**src/rtl/nec_ir_pulse_decoder_assert.svh**
```systemverilog
// Assertion macros used by the NEC infrared decoder core.
`ifndef NEC_IR_PULSE_DECODER_ASSERT_SVH
`define NEC_IR_PULSE_DECODER_ASSERT_SVH

// The consequent must hold in the same cycle as the antecedent.
`define NEC_ASSERT_SAME(label, clk, rst, ante, cons, msg) \
  label: assert property (@(posedge clk) disable iff (rst) (ante) |-> (cons)) else $error(msg);

// The consequent must hold in the cycle after the antecedent.
`define NEC_ASSERT_NEXT(label, clk, rst, ante, cons, msg) \
  label: assert property (@(posedge clk) disable iff (rst) (ante) |=> (cons)) else $error(msg);

`endif

```
**src/rtl/nec_ir_pkg.sv**
```systemverilog
// Package with the types, constants and helper functions of the NEC infrared decoder.
package nec_ir_pkg;

  localparam int FRAME_BITS = 32;
  localparam int WIDTH_BITS = 18;

  localparam int BIT_CNT_W = $clog2(FRAME_BITS + 1);
  localparam int FRAME_IDX_W = $clog2(FRAME_BITS);
  localparam int CMD_SHIFT = (FRAME_BITS >= 16) ? (FRAME_BITS - 16) : 0;
  localparam int INV_SHIFT = (FRAME_BITS >= 8) ? (FRAME_BITS - 8) : 0;

  localparam int STEP_W = 16;
  localparam int RELEASE_W = 18;
  localparam int HOLD_STEP_W = 10;
  localparam int CAPTURE_W = 16;
  localparam int HOLD_W = 16;
  localparam int CFG_DATA_W = 18;
  localparam int CMP_W = (WIDTH_BITS > RELEASE_W) ? WIDTH_BITS : RELEASE_W;

  typedef logic [WIDTH_BITS-1:0] width_t;
  typedef logic [FRAME_BITS-1:0] frame_t;
  typedef logic [BIT_CNT_W-1:0] bit_cnt_t;

  localparam width_t WIDTH_MAX = {WIDTH_BITS{1'b1}};

  localparam width_t LDR_LOW_MIN = width_t'(8000);
  localparam width_t LDR_LOW_MAX = width_t'(10000);
  localparam width_t LDR_HIGH_MIN = width_t'(4000);
  localparam width_t LDR_HIGH_MAX = width_t'(6000);
  localparam width_t RPT_HIGH_MIN = width_t'(2000);
  localparam width_t RPT_HIGH_MAX = width_t'(2500);
  localparam width_t BIT_LOW_MIN = width_t'(500);
  localparam width_t BIT_LOW_MAX = width_t'(620);
  localparam width_t ZERO_HIGH_MIN = width_t'(505);
  localparam width_t ZERO_HIGH_MAX = width_t'(625);
  localparam width_t ONE_HIGH_MIN = width_t'(1500);
  localparam width_t ONE_HIGH_MAX = width_t'(1880);

  localparam logic [STEP_W-1:0] OVERFLOW_STEP_RESET = STEP_W'(60000);
  localparam logic [RELEASE_W-1:0] RELEASE_LIMIT_RESET = RELEASE_W'(108000);
  localparam logic [HOLD_STEP_W-1:0] HOLD_STEP_RESET = HOLD_STEP_W'(108);

  typedef enum logic [1:0] {
    OP_TICK = 2'd0,
    OP_RISE = 2'd1,
    OP_FALL = 2'd2,
    OP_READ = 2'd3
  } op_t;

  typedef enum logic [1:0] {
    REG_OVERFLOW_STEP = 2'd0,
    REG_RELEASE_LIMIT = 2'd1,
    REG_HOLD_STEP = 2'd2,
    REG_UNUSED = 2'd3
  } reg_index_t;

  typedef struct packed {
    op_t op;
    logic pin_high;
    logic [CAPTURE_W-1:0] capture_us;
  } event_t;

  typedef struct packed {
    logic [7:0] key_code;
    logic key_pressed;
    logic key_went_down;
    logic key_went_up;
    logic [HOLD_W-1:0] hold_time_ms;
  } key_t;

  typedef struct packed {
    logic [STEP_W-1:0] overflow_step_us;
    logic [RELEASE_W-1:0] release_limit_us;
    logic [HOLD_STEP_W-1:0] hold_step_ms;
  } cfg_t;

  function automatic width_t sat_width(width_t a, logic [STEP_W-1:0] b);
    logic [WIDTH_BITS:0] s;
    s = {1'b0, a} + {{(WIDTH_BITS + 1 - STEP_W){1'b0}}, b};
    return s[WIDTH_BITS] ? WIDTH_MAX : s[WIDTH_BITS-1:0];
  endfunction

  function automatic logic in_window(width_t v, width_t lo, width_t hi);
    return (v >= lo) && (v <= hi);
  endfunction

  function automatic logic [7:0] frame_byte_at(frame_t f, logic at_inverse);
    logic [FRAME_BITS+7:0] ext;
    ext = {8'h00, f};
    return at_inverse ? ext[INV_SHIFT +: 8] : ext[CMD_SHIFT +: 8];
  endfunction

endpackage

```
**src/rtl/nec_ir_cfg.sv**
```systemverilog
// Configuration registers of the NEC infrared decoder.
module nec_ir_cfg
  import nec_ir_pkg::*;
(
  input  logic                  clk,
  input  logic                  rst,
  input  logic                  cfg_write,
  input  reg_index_t            cfg_index,
  input  logic [CFG_DATA_W-1:0] cfg_data,
  output cfg_t                  cfg
);

  always_ff @(posedge clk) begin
    if (rst) begin
      cfg.overflow_step_us <= OVERFLOW_STEP_RESET;
      cfg.release_limit_us <= RELEASE_LIMIT_RESET;
      cfg.hold_step_ms <= HOLD_STEP_RESET;
    end else if (cfg_write) begin
      unique case (cfg_index)
        REG_OVERFLOW_STEP: cfg.overflow_step_us <= cfg_data[STEP_W-1:0];
        REG_RELEASE_LIMIT: cfg.release_limit_us <= cfg_data[RELEASE_W-1:0];
        REG_HOLD_STEP:     cfg.hold_step_ms <= cfg_data[HOLD_STEP_W-1:0];
        default: begin
        end
      endcase
    end
  end

endmodule

```
**src/rtl/nec_ir_core.sv**
```systemverilog
// Decoder state and the next-state logic that applies one event beat.
module nec_ir_core
  import nec_ir_pkg::*;
(
  input  logic   clk,
  input  logic   rst,
  input  logic   fire,
  input  event_t item,
  input  cfg_t   cfg,
  output key_t   result
);

  `include "nec_ir_pulse_decoder_assert.svh"

  typedef enum logic [1:0] {
    MODE_LEADER = 2'd0,
    MODE_DATA = 2'd1,
    MODE_STOP = 2'd2
  } mode_t;

  mode_t mode, mode_next;
  width_t low_width, low_width_next;
  width_t high_width, high_width_next;
  bit_cnt_t bit_count, bit_count_next;
  frame_t frame_bits, frame_bits_next;
  logic [7:0] code_reg, code_reg_next;
  logic press_flag, press_flag_next;
  logic down_flag, down_flag_next;
  logic up_flag, up_flag_next;
  logic [HOLD_W-1:0] hold_reg, hold_reg_next;

  width_t high_sum;
  logic [HOLD_W:0] hold_sum;
  logic [7:0] cmd_byte;
  logic [7:0] inv_byte;
  logic high_below_limit;

  always_comb begin
    high_sum = sat_width(high_width, item.capture_us);
    hold_sum = {1'b0, hold_reg} + (HOLD_W + 1)'(cfg.hold_step_ms);
    high_below_limit = CMP_W'(high_width) < CMP_W'(cfg.release_limit_us);

    mode_next = mode;
    low_width_next = low_width;
    high_width_next = high_width;
    bit_count_next = bit_count;
    frame_bits_next = frame_bits;
    code_reg_next = code_reg;
    press_flag_next = press_flag;
    down_flag_next = down_flag;
    up_flag_next = up_flag;
    hold_reg_next = hold_reg;
    cmd_byte = 8'h00;
    inv_byte = 8'h00;

    unique case (item.op)
      OP_TICK: begin
        if (high_below_limit) begin
          if (item.pin_high) begin
            high_width_next = sat_width(high_width, cfg.overflow_step_us);
          end else begin
            low_width_next = sat_width(low_width, cfg.overflow_step_us);
          end
        end else if (item.pin_high && press_flag) begin
          press_flag_next = 1'b0;
          up_flag_next = 1'b1;
        end
      end
      OP_RISE: begin
        low_width_next = sat_width(low_width, item.capture_us);
        high_width_next = '0;
      end
      OP_FALL: begin
        high_width_next = high_sum;
        low_width_next = '0;
        mode_next = MODE_LEADER;
        unique case (mode)
          MODE_DATA: begin
            if (in_window(low_width, BIT_LOW_MIN, BIT_LOW_MAX)) begin
              if (in_window(high_sum, ZERO_HIGH_MIN, ZERO_HIGH_MAX)) begin
                bit_count_next = bit_count + 1'b1;
                mode_next = MODE_DATA;
              end else if (in_window(high_sum, ONE_HIGH_MIN, ONE_HIGH_MAX)) begin
                frame_bits_next[bit_count[FRAME_IDX_W-1:0]] = 1'b1;
                bit_count_next = bit_count + 1'b1;
                mode_next = MODE_DATA;
              end
              cmd_byte = frame_byte_at(frame_bits_next, 1'b0);
              inv_byte = frame_byte_at(frame_bits_next, 1'b1);
              if (bit_count_next == BIT_CNT_W'(FRAME_BITS)) begin
                if ((cmd_byte ^ inv_byte) == 8'hFF) begin
                  code_reg_next = cmd_byte;
                  press_flag_next = 1'b1;
                  down_flag_next = 1'b1;
                  hold_reg_next = HOLD_W'(cfg.hold_step_ms);
                end else begin
                  code_reg_next = 8'h00;
                  press_flag_next = 1'b0;
                  down_flag_next = 1'b0;
                  hold_reg_next = '0;
                end
                mode_next = MODE_STOP;
              end
            end
          end
          MODE_STOP: begin
            mode_next = MODE_LEADER;
          end
          default: begin
            if (in_window(low_width, LDR_LOW_MIN, LDR_LOW_MAX)) begin
              if (in_window(high_sum, LDR_HIGH_MIN, LDR_HIGH_MAX)) begin
                bit_count_next = '0;
                frame_bits_next = '0;
                mode_next = MODE_DATA;
              end else if (in_window(high_sum, RPT_HIGH_MIN, RPT_HIGH_MAX)) begin
                hold_reg_next = hold_sum[HOLD_W] ? {HOLD_W{1'b1}} : hold_sum[HOLD_W-1:0];
                mode_next = MODE_STOP;
              end
            end
            if (mode_next != MODE_STOP && press_flag) begin
              press_flag_next = 1'b0;
              up_flag_next = 1'b1;
            end
          end
        endcase
      end
      OP_READ: begin
        down_flag_next = 1'b0;
        if (up_flag) begin
          up_flag_next = 1'b0;
          code_reg_next = 8'h00;
        end
      end
      default: begin
      end
    endcase

    if (item.op == OP_READ) begin
      result.key_code = code_reg;
      result.key_pressed = press_flag;
      result.key_went_down = down_flag;
      result.key_went_up = up_flag;
      result.hold_time_ms = hold_reg;
    end else begin
      result.key_code = code_reg_next;
      result.key_pressed = press_flag_next;
      result.key_went_down = down_flag_next;
      result.key_went_up = up_flag_next;
      result.hold_time_ms = hold_reg_next;
    end
  end

  always_ff @(posedge clk) begin
    if (rst) begin
      mode <= MODE_LEADER;
      low_width <= '0;
      high_width <= '0;
      bit_count <= '0;
      frame_bits <= '0;
      code_reg <= 8'h00;
      press_flag <= 1'b0;
      down_flag <= 1'b0;
      up_flag <= 1'b0;
      hold_reg <= '0;
    end else if (fire) begin
      mode <= mode_next;
      low_width <= low_width_next;
      high_width <= high_width_next;
      bit_count <= bit_count_next;
      frame_bits <= frame_bits_next;
      code_reg <= code_reg_next;
      press_flag <= press_flag_next;
      down_flag <= down_flag_next;
      up_flag <= up_flag_next;
      hold_reg <= hold_reg_next;
    end
  end

  `NEC_ASSERT_SAME(a_press_from_fall, clk, rst, $rose(press_flag), $past(fire) && $past(item.op) == OP_FALL, "Key press was raised without a falling edge.")
  `NEC_ASSERT_SAME(a_up_with_release, clk, rst, $rose(up_flag), $fell(press_flag), "Key release was flagged without the key being dropped.")
  `NEC_ASSERT_SAME(a_data_count, clk, rst, mode == MODE_DATA, bit_count < BIT_CNT_W'(FRAME_BITS), "Data mode holds a full bit count.")
  `NEC_ASSERT_NEXT(a_idle_holds, clk, rst, !fire, $stable(mode) && $stable(frame_bits) && $stable(low_width) && $stable(high_width), "Decoder state changed without an event.")

endmodule

```
**src/rtl/nec_ir_pulse_decoder.sv**
```systemverilog
// Top level of the NEC infrared decoder: event register, decoder core and result register.
//
//   Channel  Signals                            Beat
//   event    event_valid, event_stall, event_data  one pulse event or key read
//   key      key_valid, key_stall, key_data        one key snapshot per event
//   config   cfg_write, cfg_index, cfg_data        one register write
//
// One event beat is taken every cycle while key_stall does not hold back the result register.
// The event register feeds the decoder logic, whose snapshot is written into the result register.
// A synchronous rst clears the decoder state and both registers' valid bits, and resets the configuration.
// While key_stall holds a result, one further event waits in the event register.
module nec_ir_pulse_decoder
  import nec_ir_pkg::*;
(
  input  logic                  clk,
  input  logic                  rst,
  input  logic                  event_valid,
  output logic                  event_stall,
  input  event_t                event_data,
  output logic                  key_valid,
  input  logic                  key_stall,
  output key_t                  key_data,
  input  logic                  cfg_write,
  input  reg_index_t            cfg_index,
  input  logic [CFG_DATA_W-1:0] cfg_data
);

  logic hold_valid;
  event_t hold_item;
  logic advance;
  logic accept;
  cfg_t cfg;
  key_t result;

  assign advance = hold_valid && (!key_valid || !key_stall);
  assign event_stall = hold_valid && !advance;
  assign accept = event_valid && !event_stall;

  nec_ir_cfg u_cfg (
    .clk       (clk),
    .rst       (rst),
    .cfg_write (cfg_write),
    .cfg_index (cfg_index),
    .cfg_data  (cfg_data),
    .cfg       (cfg)
  );

  nec_ir_core u_core (
    .clk    (clk),
    .rst    (rst),
    .fire   (advance),
    .item   (hold_item),
    .cfg    (cfg),
    .result (result)
  );

  always_ff @(posedge clk) begin
    if (rst) begin
      hold_valid <= 1'b0;
    end else if (accept) begin
      hold_valid <= 1'b1;
    end else if (advance) begin
      hold_valid <= 1'b0;
    end
    if (accept) begin
      hold_item <= event_data;
    end
  end

  always_ff @(posedge clk) begin
    if (rst) begin
      key_valid <= 1'b0;
    end else if (advance) begin
      key_valid <= 1'b1;
    end else if (!key_stall) begin
      key_valid <= 1'b0;
    end
    if (advance) begin
      key_data <= result;
    end
  end

endmodule

```
**config.mk**
```make
export PLATFORM = sky130hd
export DESIGN_NAME = nec_ir_pulse_decoder
export DESIGN_NICKNAME = d
export VERILOG_FILES = /design/src/rtl/nec_ir_pkg.sv /design/src/rtl/nec_ir_cfg.sv /design/src/rtl/nec_ir_core.sv /design/src/rtl/nec_ir_pulse_decoder.sv
export VERILOG_INCLUDE_DIRS = /design/src /design/src/rtl
export SDC_FILE = /design/constraint.sdc
export NUM_CORES = 1
export LEC_CHECK = 0
export BUFFER_PORTS_ARGS = -buffer_cell sky130_fd_sc_hd__buf_2
export CORE_UTILIZATION = 54
export DETAILED_ROUTE_END_ITERATION = 6
export HOLD_SLACK_MARGIN = 0.05
export PLACE_DENSITY = 0.75
export REMOVE_ABC_BUFFERS = 1
export SLEW_MARGIN = 20
export SYNTH_ARGS = -nofsm -noshare
export SYNTH_HDL_FRONTEND = slang
export SYNTH_SLANG_ARGS = --single-unit
```
**constraint.sdc**
```tcl
create_clock -name clk -period 4.5 [get_ports clk]
set_input_delay 0.45 -clock clk [delete_from_list [all_inputs] [get_ports clk]]
set_output_delay 0.45 -clock clk [all_outputs]
set_load 0.05 [all_outputs]
```
==> flow_metrics.py, run 1 <==
metrics = {
    "sta": {
        "relSlewSlack_pct": 30.66,
        "max_freq_ghz": 0.2299,
        "hold_violations": 0,
        "hold_slack_ps": 170.2,
        "setup_slack_ps": 149.5,
        "fin_crit_sh_pct": 96.68,
        "setup_violations": 0,
        "final.setup.tns_ps": 0,
        "drv_slew": 0,
        "worstMarginPinSlew_ps": 1040,
        "period_minus_slack_ps": 4350,
        "clock_skew_ps": 12.99,
    },
    "route": {
        "drt_wl_total_microns": 35690,
        "vias": 12030,
        "ant_nets": 0,
        "vias_per_cell": 6.297,
        "drt-wirelength-per-cell_microns": 18.67,
        "drt_iter0_markers": 822,
        "first_pass_iters": 5,
        "drcViolationCount": 0,
    },
    "run": {
        "maxCapViolCount": 0,
    },
    "synth": {
        "ys_seq_area_share_pct": 32.23,
        "synthTopCellsByArea": "dfxtp_1 (21%), edfxtp_1 (11%), ha_1 (10%)",
        "syn_avg_cell_area_sq_um": 8.094,
        "synth_largest_area_cell": "dfxtp_1",
        "synth_seq_cells": 179,
        "synth_enable_flop_cells": 46,
        "yosysWarningCount": 0,
        "synth.top_cell.area_share_pct": 21.22,
        "ys_async_sr_fraction_pct": 0,
        "netlist_top_cells_count": "nand2_1 (175), a21oi_1 (141), dfxtp_1 (133)",
        "ys_types": 92,
        "yosysMostFrequentCell": "nand2_1",
        "ys.flop_type": "dfxtp_1",
        "syn_inst": 1550,
        "netlist_area_sq_um": 12550,
    },
    "critical_path": {
        "arrival_ps": 4540,
        "path_delay_family": "simple AND/OR/NAND/NOR gates",
        "reg2reg_slack_ps": 150,
        "max_stage_delay_ps": 490,
        "cp_num_buf_inv": 3,
        "crit_path_end": "key_data[18]",
        "critical_path.startpoint_type": "flip-flop",
        "worst-path-stages": 17,
        "rr_startpoint": "u_core.high_width[0]",
        "end_kind": "flip-flop",
        "crit_slowest_cell": "or4_4",
        "reg2reg_to": "key_data[18]",
        "critPathRequiredTime_ps": 4690,
        "path_class": "flip-flop to flip-flop",
        "reg2reg_depth": 17,
        "startpoint": "u_core.high_width[0]",
        "crit_chain": "ha_1, inv_1, fa_2, nand2b_1, a21o_4, a32oi_2, xor2_2, a41oi_1, or4_4, nor2_4, nand3_2, or3_1, nand4_1, nor3_4, buf_4, buf_6, a221o_1",
        "cp_max_fo": 6,
    },
    "placed_design": {
        "placedInstanceArea_sq_um": 13270,
        "dp.cells": 1872,
        "hpwlAfterDp_microns": 26470,
        "pre_cts_ws_ps": 14.85,
        "gp_congestion": 0.9228,
        "io_buffers": 72,
    },
    "floorplan": {
        "rows": 55,
        "core_sq_um": 22710,
        "die_w_microns": 154.4,
        "die_y_microns": 154.4,
        "die_area_sq_um": 23850,
        "start_util_pct": 55.25,
        "io_pins": 73,
    },
    "clock_tree": {
        "clock_path_buffers": 2,
        "cts_buffers": 17,
        "cts_tree": "yes",
        "clk_latency_ps": 450,
        "htree_levels": 4,
        "ctsHoldBuffers": 0,
        "clk_pin_slew_ps": 80,
        "clockRootBuffer": "clkbuf_16",
        "cts_sinks": 179,
    },
    "cells_and_area": {
        "nets": 1762,
        "drive_above_1_share_pct": 12.92,
        "design_area_sq_um": 14010,
        "final_cells": 1911,
        "area_growth_pct": 11.65,
        "final_util_pct": 61.68,
        "top_regs": "u_cfg.cfg x44, key_data x27, hold_item x19",
        "largest_reg_flops": 44,
        "largest_register": "u_cfg.cfg",
    },
    "outcome": {
        "outcome": "complete, no violations",
    },
    "power": {
        "p_total_mw": 4.116,
        "power_leakage_nw": 5.540,
        "power.density_nw_per_um2": 293.9,
        "peakVddDrop_uv": 222.9,
    },
    "global_routing": {
        "grt_pass1_wl_microns": 56760,
        "track_usage_pct": 29.93,
        "grt_max_degree": 54,
        "globalRouteOverflowTotal": 0,
        "grt_pass1_vias": 11330,
        "antenna_found_initial": 1,
    },
    "min_path": {
        "hp-class": "input pin to flip-flop",
    },
}
[cells in the final DEF (no fill, tap or decap), drive strengths merged, types with 11 or more instances in the layout]
cell type / netlist / routed
a21oi: 141 / 141
ha: 101 / 101
xor2: 23 / 23
nor3: 42 / 42
a22oi: 24 / 24
nor2: 121 / 121
clkbuf: 63 / 19
dfxtp: 133 / 133
o31ai: 16 / 16
a21o: 29 / 29
buf: 10 / 115
o21ai: 132 / 132
o21a: 17 / 17
inv: 59 / 67
and3: 13 / 13
o211ai: 30 / 30
nand4: 14 / 14
xnor2: 32 / 32
and2: 16 / 16
a31oi: 33 / 33
a211oi: 22 / 22
or2: 11 / 11
nand2b: 19 / 19
nand3: 61 / 61
edfxtp: 46 / 46
o22ai: 15 / 15
nor2b: 21 / 21
nand2: 175 / 175
[report_power, final]
part	total (mW)	leakage [nW]	internal (mW)	switching, mW
registers	1.77	1.52	1.71	0.0633
logic	0.852	3.74	0.321	0.531
clock network	1.49	0.282	0.749	0.745
total	4.12	5.54	2.78	1.34
[cells by family after synthesis]
group	synth area share [%]
AO/OA/AOI/OAI	27.80
AND/OR/NAND/NOR	19.64
flip-flops	32.23
buffers and inverters	4.159
adder cells (fa/ha/maj)	10.87
XOR/XNOR	3.959
multiplexers	1.346
[what timing repair did]
item | 4_1_cts | 5_1_grt
buffers inserted | 0 | 4
resized for setup | 0 | 19
endpoints found under the setup margin | 0 | 42
[cell type report]
| type | count | area [sq um] |
|---|---|---|
| repair buffers | 116 | 724.4 |
| well taps | 285 | 356.6 |
| fillers | 2031 | 8702 |
| clock buffers | 18 | 439.2 |
| clock inverters | 14 | 136.4 |
| flip-flops and latches | 179 | 4044 |
| diodes | 1 | 2.502 |
| multi-input cells | 1238 | 8079 |
| inverters | 60 | 225.2 |
[worst min path at each step]
stage,start,endpoint,slack (ps),cells past startpoint
4_1_cts,event_data[6],hold_item[6],160,1
3_3_place_gp,u_cfg.cfg[12],u_cfg.cfg[12],440,2
5_1_grt,event_data[5],hold_item[5],170,1
3_5_place_dp,u_cfg.cfg[19],u_cfg.cfg[19],450,2
6_report,event_data[15],hold_item[15],170,1
2_1_floorplan,u_cfg.cfg[11],u_cfg.cfg[11],430,2
[per-layer routing]
metal | global-route usage (%) | share of wire [%] | routed length (microns) | up-vias
li1 | - | - | - | 5866
met1 | 36.56 | 42 | 15060 | 5705
met2 | 53.54 | 50 | 17770 | 396
met3 | 4.007 | 5.5 | 1971 | 64
met4 | 11.03 | 2.4 | 872 | 2
met5 | 0 | 0.022 | 8 | -
No activity file was read; power rests on OpenSTA's default activity.
==> run 2, diff against run 1 <==
Settings changed: CORE_MARGIN set to 3, CTS_CLUSTER_SIZE set to 16, MAX_ROUTING_LAYER set to met4.
==> run 2 against run 1 <==
Combinational power grew 3.8%. Critical endpoint unchanged. Via count grew 1.8%. Largest power group unchanged. Sequential share of layout area shrank 0.090 points.
==> flow_metrics.py, run 2 (synthesis results as in run 1) <==
metrics = {
    "outcome": {
        "outcome": "complete, no violations",
    },
    "sta": {
        "relSlewSlack_pct": 25.44,
        "drv_slew": 0,
        "setup_slack_ps": 175.2,
        "hold_violations": 0,
        "period_minus_slack_ps": 4325,
        "setup_violations": 0,
        "clock_skew_ps": 12.53,
        "worstMarginPinSlew_ps": 1112,
        "fin_crit_sh_pct": 96.11,
        "max_freq_ghz": 0.2312,
    },
    "floorplan": {
        "io_pins": 73,
        "core_sq_um": 22710,
        "die_w_microns": 158.4,
        "rows": 55,
        "start_util_pct": 55.25,
        "die_area_sq_um": 25100,
        "die_y_microns": 158.4,
    },
    "clock_tree": {
        "cts_buffers": 17,
        "clock_path_buffers": 2,
        "clk_latency_ps": 440,
        "cts_sinks": 179,
        "clockRootBuffer": "clkbuf_16",
        "cts_tree": "yes",
        "clk_pin_slew_ps": 80,
        "htree_levels": 4,
    },
    "placed_design": {
        "hpwlAfterDp_microns": 26890,
        "gp_congestion": 0.9869,
        "pre_cts_ws_ps": -10.19,
        "io_buffers": 72,
        "placedInstanceArea_sq_um": 13340,
    },
    "global_routing": {
        "grt_pass1_wl_microns": 59440,
        "globalRouteOverflowTotal": 0,
        "grt_pass1_vias": 11560,
        "grt_max_degree": 54,
        "antenna_found_initial": 0,
        "track_usage_pct": 30.10,
    },
    "route": {
        "drt-wirelength-per-cell_microns": 19.23,
        "vias_per_cell": 6.402,
        "ant_nets": 0,
        "drcViolationCount": 0,
        "drt_wl_total_microns": 36780,
        "first_pass_iters": 5,
        "vias": 12250,
        "drt_iter0_markers": 1086,
    },
    "cells_and_area": {
        "drive_above_1_share_pct": 13.14,
        "nets": 1765,
        "n_antenna_cell": 0,
        "layout_commonest_cell": "nand2_1",
        "largest_register": "u_cfg.cfg",
        "layout_common_cells": "nand2_1 (175), a21oi_1 (139), dfxtp_1 (133)",
        "top_regs": "u_cfg.cfg x44, key_data x27, hold_item x19",
        "largest_reg_flops": 44,
        "area_growth_pct": 12.00,
        "design_area_sq_um": 14050,
    },
    "critical_path": {
        "arrival_ps": 4520,
        "critPathRequiredTime_ps": 4690,
        "end_kind": "flip-flop",
        "path_class": "flip-flop to flip-flop",
        "critical_path.startpoint_type": "flip-flop",
        "cp_max_fo": 20,
    },
    "power": {
        "power_leakage_nw": 5.561,
        "peakVddDrop_uv": 260.9,
        "power.density_nw_per_um2": 297.7,
    },
    "run": {
        "maxCapViolCount": 0,
    },
    "min_path": {
        "hp-class": "input pin to flip-flop",
    },
}
run 2: metal layers:
| layer | GRT usage (%) | share of wire [%] |
|---|---|---|
| met5 | - | 0 |
| met4 | 10.04 | 2.9 |
| met3 | 3.778 | 6.7 |
| met2 | 49.49 | 48 |
| met1 | 38.58 | 42 |
run 2: power breakdown:
group	total, mW	switching (mW)	internal, mW
registers	1.77	0.0598	1.71
clock network	1.53	0.734	0.798
logic	0.884	0.556	0.328
total	4.18	1.35	2.83
run 2: worst paths after layout:
path | startpoint | to | slack, ps | cells after the start
worst max-delay path | u_core.high_width[0] | key_data[18] | 180 | 16
worst min-delay path | event_data[3] | hold_item[3] | 180 | 1
worst max register to register | u_core.high_width[0] | key_data[18] | 180 | 16
worst min register to register | u_cfg.cfg[24] | u_cfg.cfg[24] | 460 | 2
run 2: cell type report:
cell class,count,area (sq um)
multi-input cells,1238,8085
fillers,2008,8658
repair buffers,119,738.2
well taps,285,356.6
flip-flops and latches,179,4044
clock buffers,19,475.5
inverters,60,225.2
clock inverters,13,126.4
run 2: stage by stage:
stage | TNS [ps] | power, mW | cells | hold WS [ps] | utilization [%]
global route | -197.1 | 4.334 | 1913 | 173.6 | 61.87
detailed placement | -10.19 | 2.637 | 1879 | 448.9 | 58.73
CTS | 0 | 4.156 | 1911 | 171.3 | 61.38
floorplan | 0 | 2.367 | 1477 | 430.3 | -
global placement | 0 | 2.620 | 1879 | 444.0 | 58.73
finish | 0 | 4.183 | 1913 | 175.7 | 61.87
run 2: timing repair:
action | in CTS | in global routing
gates cloned | 0 | 0
endpoints found under the setup margin | 2 | 44
pin swaps | 0 | 4
gates resized for setup | 1 | 19
buffers inserted | 0 | 2
hold buffers | 0 | 0
run 2: worst max-delay path: stages (launching register included):
cell and delay (ps):
dfxtp_1 370, ha_1 200, inv_1 60, fa_2 380, nand2b_1 220, a21oi_1 270, xnor2_2 180, o31ai_1 310
a41oi_1 160, or4_4 490, nor2_4 160, nand3_2 140, or3_1 410, nand4_1 190, nor3_4 80, buf_12 170
a221o_1 290
